File: src/hdl/ksl_pkg.sv
package ksl_pkg;

    // List geometry
    localparam int DEPTH     = 16;
    localparam int ADDR_W    = $clog2(DEPTH);
    localparam int CNT_W     = $clog2(DEPTH + 1);
    localparam int KEY_W     = 32;
    localparam int TAG_W     = 32;
    localparam int AGE_W     = 8;
    localparam int SCORE_W   = 16;
    localparam int CAP_W     = 5;
    localparam int CAP_RESET = 16;

    typedef logic [ADDR_W-1:0] t_addr;
    typedef logic [CNT_W-1:0]  t_cnt;

    // One stored record, key in the low bits
    typedef struct packed {
        logic [SCORE_W-1:0] score;
        logic [AGE_W-1:0]   age;
        logic [TAG_W-1:0]   tag;
        logic [KEY_W-1:0]   key;
    } t_rec;

    localparam int REC_W = $bits(t_rec);

    // Operation codes carried in the input tuser
    typedef enum logic [3:0] {
        F_INSERT   = 4'd0,
        F_DEL_HEAD = 4'd1,
        F_DEL_TAIL = 4'd2,
        F_DEL_KEY  = 4'd3,
        F_LOCATE   = 4'd4,
        F_UPDATE   = 4'd5,
        F_READ     = 4'd6,
        F_PRIOR    = 4'd7,
        F_NEXT     = 4'd8
    } t_func;

    // Compare unit result
    typedef struct packed {
        logic key_eq;
        logic rec_eq;
    } t_match;

endpackage

File: src/hdl/keyed_sequential_list_engine_top.sv
// Channel   Dir  Fields (tdata low bit up)                          Side info
// s_axis    in   position, key, tag, age, score, new_key,           tuser: func
//                new_tag, new_age, new_score, 3 pad bits
// m_axis    out  out_key, out_tag, out_age, out_score,              tuser: ok
//                list_length, 3 pad bits
// cfg       in   capacity (5 bits), written when i_cfg_we is high   none
//
// One word at a time: after acceptance a decode state, a pass over the entry RAM at one
// read per cycle through the registered read port, then a state that posts the result.
// Refused inserts and unknown codes skip the pass; an insert adds a write state for the
// new record. The single RAM port pair sets the pace of the pass. Reset clears count and
// control state; entries are undefined until written. A stalled result is held in the
// output register while the next word is taken.
module keyed_sequential_list_engine_top (
    input  logic                      i_clk,
    input  logic                      i_rst_n,
    input  logic                      s_axis_tvalid,
    output logic                      s_axis_tready,
    // position, key, tag, age, score, new_key, new_tag, new_age, new_score, pad
    input  logic [183:0]              s_axis_tdata,
    // func
    input  logic [3:0]                s_axis_tuser,
    output logic                      m_axis_tvalid,
    input  logic                      m_axis_tready,
    // out_key, out_tag, out_age, out_score, list_length, pad
    output logic [95:0]               m_axis_tdata,
    // ok
    output logic [0:0]                m_axis_tuser,
    input  logic                      i_cfg_we,
    input  logic [ksl_pkg::CAP_W-1:0] i_cfg_wdata
);

    typedef enum logic [2:0] {
        S_IDLE,
        S_START,
        S_FWD,
        S_UP,
        S_WR,
        S_DONE
    } t_state;

    t_state r_state, n_state;

    ksl_pkg::t_func           r_func, n_func;
    ksl_pkg::t_cnt            r_pos, n_pos;
    ksl_pkg::t_rec            r_in, n_in;
    ksl_pkg::t_rec            r_new, n_new;
    ksl_pkg::t_cnt            r_count, n_count;
    logic [ksl_pkg::CAP_W-1:0] r_cap;
    ksl_pkg::t_cnt            r_ptr, n_ptr;
    ksl_pkg::t_cnt            r_left, n_left;
    ksl_pkg::t_cnt            r_start, n_start;
    ksl_pkg::t_cnt            r_da, n_da;
    logic                     r_dv, n_dv;
    logic                     r_hit, n_hit;
    logic                     r_arm, n_arm;
    ksl_pkg::t_rec            r_res, n_res;
    ksl_pkg::t_rec            r_prev, n_prev;
    logic                     r_out_vld, n_out_vld;
    logic                     r_out_ok, n_out_ok;
    ksl_pkg::t_rec            r_out_rec, n_out_rec;
    ksl_pkg::t_cnt            r_out_len, n_out_len;

    logic                     ram_we;
    ksl_pkg::t_addr           ram_waddr;
    ksl_pkg::t_rec            ram_wdata;
    ksl_pkg::t_addr           ram_raddr;
    logic [ksl_pkg::REC_W-1:0] ram_rdata;
    ksl_pkg::t_rec            rd_rec;
    ksl_pkg::t_match          match;
    ksl_pkg::t_cnt            cap_eff;
    ksl_pkg::t_cnt            done_count;

    // Entry store and shared compare unit
    ksl_ram #(
        .WIDTH (ksl_pkg::REC_W),
        .DEPTH (ksl_pkg::DEPTH)
    ) u_ram (
        .i_clk   (i_clk),
        .i_we    (ram_we),
        .i_waddr (ram_waddr),
        .i_wdata (ram_wdata),
        .i_raddr (ram_raddr),
        .o_rdata (ram_rdata)
    );

    assign rd_rec = ksl_pkg::t_rec'(ram_rdata);

    ksl_cmp u_cmp (
        .i_rec   (rd_rec),
        .i_ref   (r_in),
        .o_match (match)
    );

    // Capacity above the store depth acts as the depth
    assign cap_eff = (ksl_pkg::t_cnt'(r_cap) > ksl_pkg::t_cnt'(ksl_pkg::DEPTH)) ?
                     ksl_pkg::t_cnt'(ksl_pkg::DEPTH) : ksl_pkg::t_cnt'(r_cap);

    // Length after this word completes
    always_comb begin
        done_count = r_count;
        if (r_hit) begin
            case (r_func)
                ksl_pkg::F_INSERT:   done_count = r_count + ksl_pkg::t_cnt'(1);
                ksl_pkg::F_DEL_HEAD,
                ksl_pkg::F_DEL_TAIL,
                ksl_pkg::F_DEL_KEY:  done_count = r_count - ksl_pkg::t_cnt'(1);
                default:             done_count = r_count;
            endcase
        end
    end

    assign s_axis_tready = (r_state == S_IDLE);

    // Sequencer: decode, scan or shift through the RAM, write an inserted record, post result
    always_comb begin
        n_state   = r_state;
        n_func    = r_func;
        n_pos     = r_pos;
        n_in      = r_in;
        n_new     = r_new;
        n_count   = r_count;
        n_ptr     = r_ptr;
        n_left    = r_left;
        n_start   = r_start;
        n_da      = r_da;
        n_dv      = 1'b0;
        n_hit     = r_hit;
        n_arm     = r_arm;
        n_res     = r_res;
        n_prev    = r_prev;
        n_out_vld = r_out_vld;
        n_out_ok  = r_out_ok;
        n_out_rec = r_out_rec;
        n_out_len = r_out_len;
        ram_we    = 1'b0;
        ram_waddr = r_da[ksl_pkg::ADDR_W-1:0];
        ram_wdata = rd_rec;
        ram_raddr = r_ptr[ksl_pkg::ADDR_W-1:0];

        // Drop the result once taken
        if (r_out_vld && m_axis_tready) begin
            n_out_vld = 1'b0;
        end

        case (r_state)
            S_IDLE: begin
                if (s_axis_tvalid) begin
                    n_func      = ksl_pkg::t_func'(s_axis_tuser);
                    n_pos       = s_axis_tdata[4:0];
                    n_in.key    = s_axis_tdata[36:5];
                    n_in.tag    = s_axis_tdata[68:37];
                    n_in.age    = s_axis_tdata[76:69];
                    n_in.score  = s_axis_tdata[92:77];
                    n_new.key   = s_axis_tdata[124:93];
                    n_new.tag   = s_axis_tdata[156:125];
                    n_new.age   = s_axis_tdata[164:157];
                    n_new.score = s_axis_tdata[180:165];
                    n_state     = S_START;
                end
            end

            S_START: begin
                n_hit   = 1'b0;
                n_arm   = 1'b0;
                n_res   = r_in;
                n_ptr   = '0;
                n_start = '0;
                n_left  = r_count;
                n_state = S_FWD;
                case (r_func)
                    ksl_pkg::F_INSERT: begin
                        if (r_count < cap_eff && r_pos != '0 &&
                            r_pos <= r_count + ksl_pkg::t_cnt'(1)) begin
                            n_hit = 1'b1;
                            if (r_pos <= r_count) begin
                                n_ptr   = r_count - ksl_pkg::t_cnt'(1);
                                n_left  = r_count - r_pos + ksl_pkg::t_cnt'(1);
                                n_state = S_UP;
                            end else begin
                                n_state = S_WR;
                            end
                        end else begin
                            n_state = S_DONE;
                        end
                    end
                    ksl_pkg::F_DEL_TAIL: begin
                        n_ptr   = r_count - ksl_pkg::t_cnt'(1);
                        n_start = r_count - ksl_pkg::t_cnt'(1);
                        n_left  = (r_count != '0) ? ksl_pkg::t_cnt'(1) : '0;
                    end
                    ksl_pkg::F_READ: begin
                        n_ptr   = r_pos;
                        n_start = r_pos;
                        n_left  = (r_pos < r_count) ? ksl_pkg::t_cnt'(1) : '0;
                    end
                    ksl_pkg::F_DEL_HEAD,
                    ksl_pkg::F_DEL_KEY,
                    ksl_pkg::F_LOCATE,
                    ksl_pkg::F_UPDATE,
                    ksl_pkg::F_PRIOR,
                    ksl_pkg::F_NEXT: begin
                        n_left = r_count;
                    end
                    default: begin
                        n_state = S_DONE;
                    end
                endcase
            end

            S_FWD: begin
                // Issue the next read
                if (r_left != '0) begin
                    n_ptr  = r_ptr + ksl_pkg::t_cnt'(1);
                    n_left = r_left - ksl_pkg::t_cnt'(1);
                    n_dv   = 1'b1;
                    n_da   = r_ptr;
                end
                // Act on the entry that came back
                if (r_dv) begin
                    n_prev = rd_rec;
                    case (r_func)
                        ksl_pkg::F_DEL_HEAD,
                        ksl_pkg::F_DEL_KEY: begin
                            if (!r_hit && ((r_func == ksl_pkg::F_DEL_KEY) ?
                                           match.key_eq : (r_da == r_start))) begin
                                n_hit = 1'b1;
                                n_res = rd_rec;
                            end else if (r_hit) begin
                                ram_we    = 1'b1;
                                ram_waddr = ksl_pkg::t_addr'(r_da - ksl_pkg::t_cnt'(1));
                            end
                        end
                        ksl_pkg::F_DEL_TAIL,
                        ksl_pkg::F_READ: begin
                            if (!r_hit) begin
                                n_hit = 1'b1;
                                n_res = rd_rec;
                            end
                        end
                        ksl_pkg::F_LOCATE: begin
                            if (match.rec_eq) begin
                                n_hit = 1'b1;
                            end
                        end
                        ksl_pkg::F_UPDATE: begin
                            if (!r_hit && match.key_eq) begin
                                n_hit     = 1'b1;
                                ram_we    = 1'b1;
                                ram_waddr = r_da[ksl_pkg::ADDR_W-1:0];
                                ram_wdata = r_new;
                            end
                        end
                        ksl_pkg::F_PRIOR: begin
                            if (!r_hit && match.key_eq && r_da != '0) begin
                                n_hit = 1'b1;
                                n_res = r_prev;
                            end
                        end
                        ksl_pkg::F_NEXT: begin
                            if (r_arm) begin
                                n_arm = 1'b0;
                                n_hit = 1'b1;
                                n_res = rd_rec;
                            end else if (!r_hit && match.key_eq &&
                                         (r_da + ksl_pkg::t_cnt'(1)) != r_count) begin
                                n_arm = 1'b1;
                            end
                        end
                        default: begin
                        end
                    endcase
                end
                if (r_left == '0 && !r_dv) begin
                    n_state = S_DONE;
                end
            end

            S_UP: begin
                // Move entries up by one, from the tail down
                if (r_left != '0) begin
                    n_ptr  = r_ptr - ksl_pkg::t_cnt'(1);
                    n_left = r_left - ksl_pkg::t_cnt'(1);
                    n_dv   = 1'b1;
                    n_da   = r_ptr;
                end
                if (r_dv) begin
                    ram_we    = 1'b1;
                    ram_waddr = ksl_pkg::t_addr'(r_da + ksl_pkg::t_cnt'(1));
                end
                if (r_left == '0 && !r_dv) begin
                    n_state = S_WR;
                end
            end

            S_WR: begin
                // Drop the new record into its slot
                ram_we    = 1'b1;
                ram_waddr = ksl_pkg::t_addr'(r_pos - ksl_pkg::t_cnt'(1));
                ram_wdata = r_in;
                n_state   = S_DONE;
            end

            S_DONE: begin
                // Post the result once the output register is free
                if (!r_out_vld || m_axis_tready) begin
                    n_out_vld = 1'b1;
                    n_out_ok  = r_hit;
                    n_out_rec = r_res;
                    n_out_len = done_count;
                    n_count   = done_count;
                    n_state   = S_IDLE;
                end
            end

            default: begin
                n_state = S_IDLE;
            end
        endcase
    end

    // Hold state and registered outputs
    always_ff @(posedge i_clk) begin
        if (!i_rst_n) begin
            r_state   <= S_IDLE;
            r_count   <= '0;
            r_cap     <= ksl_pkg::CAP_W'(ksl_pkg::CAP_RESET);
            r_dv      <= 1'b0;
            r_hit     <= 1'b0;
            r_arm     <= 1'b0;
            r_out_vld <= 1'b0;
        end else begin
            r_state   <= n_state;
            r_count   <= n_count;
            r_dv      <= n_dv;
            r_hit     <= n_hit;
            r_arm     <= n_arm;
            r_out_vld <= n_out_vld;
            if (i_cfg_we) begin
                r_cap <= i_cfg_wdata;
            end
        end
        r_func    <= n_func;
        r_pos     <= n_pos;
        r_in      <= n_in;
        r_new     <= n_new;
        r_ptr     <= n_ptr;
        r_left    <= n_left;
        r_start   <= n_start;
        r_da      <= n_da;
        r_res     <= n_res;
        r_prev    <= n_prev;
        r_out_ok  <= n_out_ok;
        r_out_rec <= n_out_rec;
        r_out_len <= n_out_len;
    end

    assign m_axis_tvalid = r_out_vld;
    assign m_axis_tuser  = r_out_ok;
    assign m_axis_tdata  = {3'b000, r_out_len, r_out_rec};

    // Length never exceeds the store depth
    a_count_bound: assert property (@(posedge i_clk) disable iff (!i_rst_n)
        r_count <= ksl_pkg::t_cnt'(ksl_pkg::DEPTH))
        else $error("list length beyond depth");

    // Length changes only when a result is posted
    a_count_when_done: assert property (@(posedge i_clk) disable iff (!i_rst_n)
        !$stable(r_count) |-> $past(r_state) == S_DONE)
        else $error("list length changed outside result post");

    // A posted result carries the new length
    a_len_posted: assert property (@(posedge i_clk) disable iff (!i_rst_n)
        (r_state == S_DONE && (!r_out_vld || m_axis_tready)) |=>
        (r_out_vld && r_out_len == r_count))
        else $error("posted length differs from list length");

    // RAM writes happen only in pass or write states
    a_write_state: assert property (@(posedge i_clk) disable iff (!i_rst_n)
        ram_we |-> (r_state == S_FWD || r_state == S_UP || r_state == S_WR))
        else $error("RAM write outside a pass");

    // A successful insert is only taken while the store has room
    a_insert_room: assert property (@(posedge i_clk) disable iff (!i_rst_n)
        (r_state == S_DONE && r_func == ksl_pkg::F_INSERT && r_hit) |->
        r_count < ksl_pkg::t_cnt'(ksl_pkg::DEPTH))
        else $error("insert accepted into a full store");

endmodule

File: src/hdl/ksl_ram.sv
module ksl_ram #(
    parameter int WIDTH = 8,
    parameter int DEPTH = 16
) (
    input  logic                     i_clk,
    input  logic                     i_we,
    input  logic [$clog2(DEPTH)-1:0] i_waddr,
    input  logic [WIDTH-1:0]         i_wdata,
    input  logic [$clog2(DEPTH)-1:0] i_raddr,
    output logic [WIDTH-1:0]         o_rdata
);

    logic [WIDTH-1:0] r_mem [DEPTH];
    logic [WIDTH-1:0] r_rdata;

    // Write one word, read one word with a registered output
    always_ff @(posedge i_clk) begin
        if (i_we) begin
            r_mem[i_waddr] <= i_wdata;
        end
        r_rdata <= r_mem[i_raddr];
    end

    assign o_rdata = r_rdata;

endmodule

File: src/hdl/ksl_cmp.sv
module ksl_cmp (
    input  ksl_pkg::t_rec   i_rec,
    input  ksl_pkg::t_rec   i_ref,
    output ksl_pkg::t_match o_match
);

    // Compare the entry just read against the item record
    always_comb begin
        o_match.key_eq = (i_rec.key == i_ref.key);
        o_match.rec_eq = (i_rec.key == i_ref.key) && (i_rec.tag == i_ref.tag) &&
                         (i_rec.age == i_ref.age) && (i_rec.score == i_ref.score);
    end

endmodule
File: config.mk
export PLATFORM = sky130hd
export DESIGN_NAME = keyed_sequential_list_engine_top
export DESIGN_NICKNAME = d
export VERILOG_FILES = /design/src/hdl/ksl_pkg.sv /design/src/hdl/keyed_sequential_list_engine_top.sv /design/src/hdl/ksl_ram.sv /design/src/hdl/ksl_cmp.sv
export SDC_FILE = /design/constraint.sdc
export NUM_CORES = 2
export LEC_CHECK = 0
export BUFFER_PORTS_ARGS = -buffer_cell sky130_fd_sc_hd__buf_2
export CAP_MARGIN = 40
export CORE_ASPECT_RATIO = 1.2
export CORE_MARGIN = 2
export CORE_UTILIZATION = 30
export CTS_CLUSTER_SIZE = 14
export DETAILED_ROUTE_END_ITERATION = 12
export GPL_ROUTABILITY_DRIVEN = 0
export PLACE_DENSITY = 0.45
export SLEW_MARGIN = 10
export SYNTH_ARGS = -nofsm -noshare
export SYNTH_HDL_FRONTEND = slang
export SYNTH_SLANG_ARGS = --single-unit
File: constraint.sdc
create_clock -name i_clk -period 13.9 [get_ports i_clk]
set_input_delay 0.695 -clock i_clk [delete_from_list [all_inputs] [get_ports i_clk]]
set_output_delay 0.695 -clock i_clk [all_outputs]
set_load 0.02 [all_outputs]
==> flow_summary.ini <==
[global_routing]
grt_first_pass_wirelength_um = 305000
grt_use_total_pct = 16.7
grt_start_max_net_pins = 134
gr-total-overflow = 0
number_of_global_route_vias_before_repair = 38700
grt_antenna_before_repair = 17

[sta]
period_needed_ps = 5270
setup-violations-final = 0
final_hold_violating_endpoints = 0
worst-slew-pin-transition_ps = 1090
finalCritPeriodShare_pct = 37.9
fmax_mhz = 190
final.setup.tns_ps = 0
finalClockSkew_ps = 84.5
maxSlewHeadroom_pct = 27.2
slew_viol_final = 0
rsz0062_at_grt = no

[critical_path]
critPathArrivalTime_ps = 5830
crit_path_max_fanout = 44
timing.critical_path.to_type = flip-flop
critPathLaunchType = flip-flop
ff2ff_path_depth = 10
crit_required_ps = 14460
worst-setup-path-type = reg -> reg

[place]
placed_cells_incl_taps = 7120
i_o_buffers = 290
place_area_mm2 = 0.0822
detailedPlacementHpwl_um = 118000

[final_layout]
fillCellCount = 23300
nNetsFinal = 4350
final_cell_count_no_fill = 7665
syn2layout_area_growth_pct = 19.4
postLayoutCellArea_mm2 = 0.0907
drive_gt1_share_pct = 27.5

[yosys]
synth_top_flop_cell = sky130_fd_sc_hd__edfxtp_1
netlist-cell-type-count = 72
yosysWarningCount = 0
ys_ff_latch = 1988
syn_inst_count = 3563
synth_area_per_cell_um2 = 21.3
synth_enable_flop_cells = 1883
synthArstFlopShare_pct = 0
seq_area_frac_synth_pct = 77.2
synth.cell_area_mm2 = 0.0760

[floorplan]
floorplan.initialDensity_pct = 30.1
overall_die_area_mm2 = 0.257
core_area_mm2 = 0.252
dieWidth_um = 463
std_cell_rows = 202
io_pins = 297
chipHeight_um = 555

[routing]
routed_wirelength_um = 219000
route.antenna.remaining_nets = 0
drt-wirelength-per-cell_um = 28.5
detail_route.iter0.violations = 3624
vias_per_cell = 4.90
routed-via-count = 37600
drt-pass1-iter-count = 5
remaining_drc_errors = 0

[clock_network]
htree_levels = 4
latest_clock_arrival_within_the_worst_skew_pair_ps = 880
tritoncts.num_buffers = 214
cts.sinks = 1988
cts.repair_timing.setup_buffer_count = 0
clock_tree.root_cell = sky130_fd_sc_hd__clkbuf_16
clock_edge_transition_at_the_registers_on_the_reported_setup_and_hold_paths_ps = 60
clk_path_buf_depth = 4
cts_tree = done

[power]
worst_ir_drop_vdd_mv = 0.148
power_leakage_nw = 29.1
power_density_mw_per_mm2 = 217
power_total_mw = 19.7

[hold_path]
hold_path.class = in -> reg
hold_depth = 1

[outcome]
run_status = complete, no violations

[job]
max_cap_viol_count = 0
-- cell type report --
class,instances,area [µm²],share of cell area (%)
flip-flops and latches,1988,58600,64.7
clock inverters,100,1030,1.14
multi-input cells,1343,16500,18.2
repair buffers,538,4250,4.68
well taps,3366,4210,4.64
inverters,34,130,0.143
clock buffers,290,5880,6.49
diodes,6,15.0,0.0166
-- logic make-up (layout without fill, tap and decap cells) --
logic type	count (synthesis)	in the layout	share of synthesized area, %
muxes	534	534	14.3
AOI/OAI and AO/OA	286	286	2.73
other	1	9	0.00494
and+or+nand+nor	364	364	2.55
adders and majority gates	33	33	0.573
DFF	1988	1988	77.2
buffers and inverters	234	962	1.23
xor gates and xnor gates	123	123	1.42
-- final timing paths --
check                       from                      endpoint  slack (ps)
max            r_in[1]$_DFFE_PP_  u_ram.r_mem[4][20]$_DFFE_PP_        8630
min             s_axis_tdata[29]            r_in[24]$_DFFE_PP_          50
max reg2reg    r_in[1]$_DFFE_PP_  u_ram.r_mem[4][20]$_DFFE_PP_        8630
min reg2reg  r_res[34]$_DFFE_PP_    m_axis_tdata[34]$_DFFE_PP_         410
-- report_power, final --
part           switching [mW]  internal, mW  leakage [nW]
clock                    2.35          3.31          3.38
combinational            3.27          2.07          7.77
sequential              0.471          8.23          17.9
total                    6.09          13.6          29.1
-- synthesized netlist by cell type (12+ instances only) --
| library cell | n | area, µm² |
|---|---|---|
| sky130_fd_sc_hd__clkbuf_1 | 131 | 492 |
| sky130_fd_sc_hd__a21oi_1 | 23 | 115 |
| sky130_fd_sc_hd__edfxtp_1 | 1883 | 56500 |
| sky130_fd_sc_hd__inv_1 | 34 | 128 |
| sky130_fd_sc_hd__xnor2_1 | 75 | 657 |
| sky130_fd_sc_hd__nor4_1 | 12 | 75.1 |
| sky130_fd_sc_hd__xor2_1 | 48 | 420 |
| sky130_fd_sc_hd__nor2_1 | 28 | 105 |
| sky130_fd_sc_hd__nand2_1 | 126 | 473 |
| sky130_fd_sc_hd__a221o_1 | 91 | 911 |
| sky130_fd_sc_hd__ha_1 | 30 | 375 |
| sky130_fd_sc_hd__buf_1 | 52 | 195 |
| sky130_fd_sc_hd__dfxtp_1 | 105 | 2100 |
| sky130_fd_sc_hd__nand4_1 | 22 | 138 |
| sky130_fd_sc_hd__mux4_2 | 440 | 9910 |
| sky130_fd_sc_hd__nor3_1 | 23 | 115 |
| sky130_fd_sc_hd__mux2i_1 | 93 | 931 |
| sky130_fd_sc_hd__and3_1 | 90 | 563 |
| sky130_fd_sc_hd__o21ai_0 | 109 | 546 |
-- per-layer routing --
layer | global-route usage [%] | part of all wire (%)
met3 | 2.48 | 5.2
met2 | 27.2 | 48
met1 | 23.3 | 44
met5 | 0 | 0.0087
met4 | 4.43 | 2.5
-- registers in the layout, indices dropped and copies added, names as in the netlist --
register       count
r_res             88
r_cap              5
r_state            3
r_func             4
r_start            5
r_new             88
r_in              88
m_axis_tuser       1
r_arm              1
m_axis_tdata      88
r_pos              5
u_ram.r_mem     1408
r_da               5
r_left             5
r_count            5
u_ram.o_rdata     88
m_axis_tvalid      1
r_hit              1
r_prev            88
r_out_len          5
r_ptr              5
r_dv               1
-- worst max-delay path, stage by stage (launching register included) --
cell and delay [ps]:
sky130_fd_sc_hd__edfxtp_1 450, sky130_fd_sc_hd__xor2_1 230, sky130_fd_sc_hd__buf_4 200, sky130_fd_sc_hd__nor4_1 510
sky130_fd_sc_hd__nand4_1 720, sky130_fd_sc_hd__or2_2 610, sky130_fd_sc_hd__nor3_4 180, sky130_fd_sc_hd__buf_4 610
sky130_fd_sc_hd__buf_4 390, sky130_fd_sc_hd__buf_16 270, sky130_fd_sc_hd__a221o_1 690
-- stage by stage --
stage	setup slack [ps]	hold WS (ps)	utilization, %
global route	8460	23.0	36.0
CTS	8570	0.132	36.0
finish	8630	53.7	36.0
floorplan	2150	400	-
detailed placement	8570	405	32.6
global placement	8290	404	32.4
-- cell usage in the layout (no fill, tap or decap), types with 91 or more instances in the layout --
cell                            count
sky130_fd_sc_hd__nand2_1          125
sky130_fd_sc_hd__buf_2            292
sky130_fd_sc_hd__mux4_2           440
sky130_fd_sc_hd__clkbuf_16        217
sky130_fd_sc_hd__a221o_1           91
sky130_fd_sc_hd__edfxtp_1        1883
sky130_fd_sc_hd__mux2i_1           93
sky130_fd_sc_hd__dlygate4sd3_1    147
sky130_fd_sc_hd__dfxtp_1          105
sky130_fd_sc_hd__o21ai_0          109
-- repair_timing --
item | in CTS | in global routing
gates resized for setup | 0 | 0
hold buffers | 147 | 0
endpoints found under the hold margin | 147 | 0
Note: power is estimated with default switching activity, not from simulation.
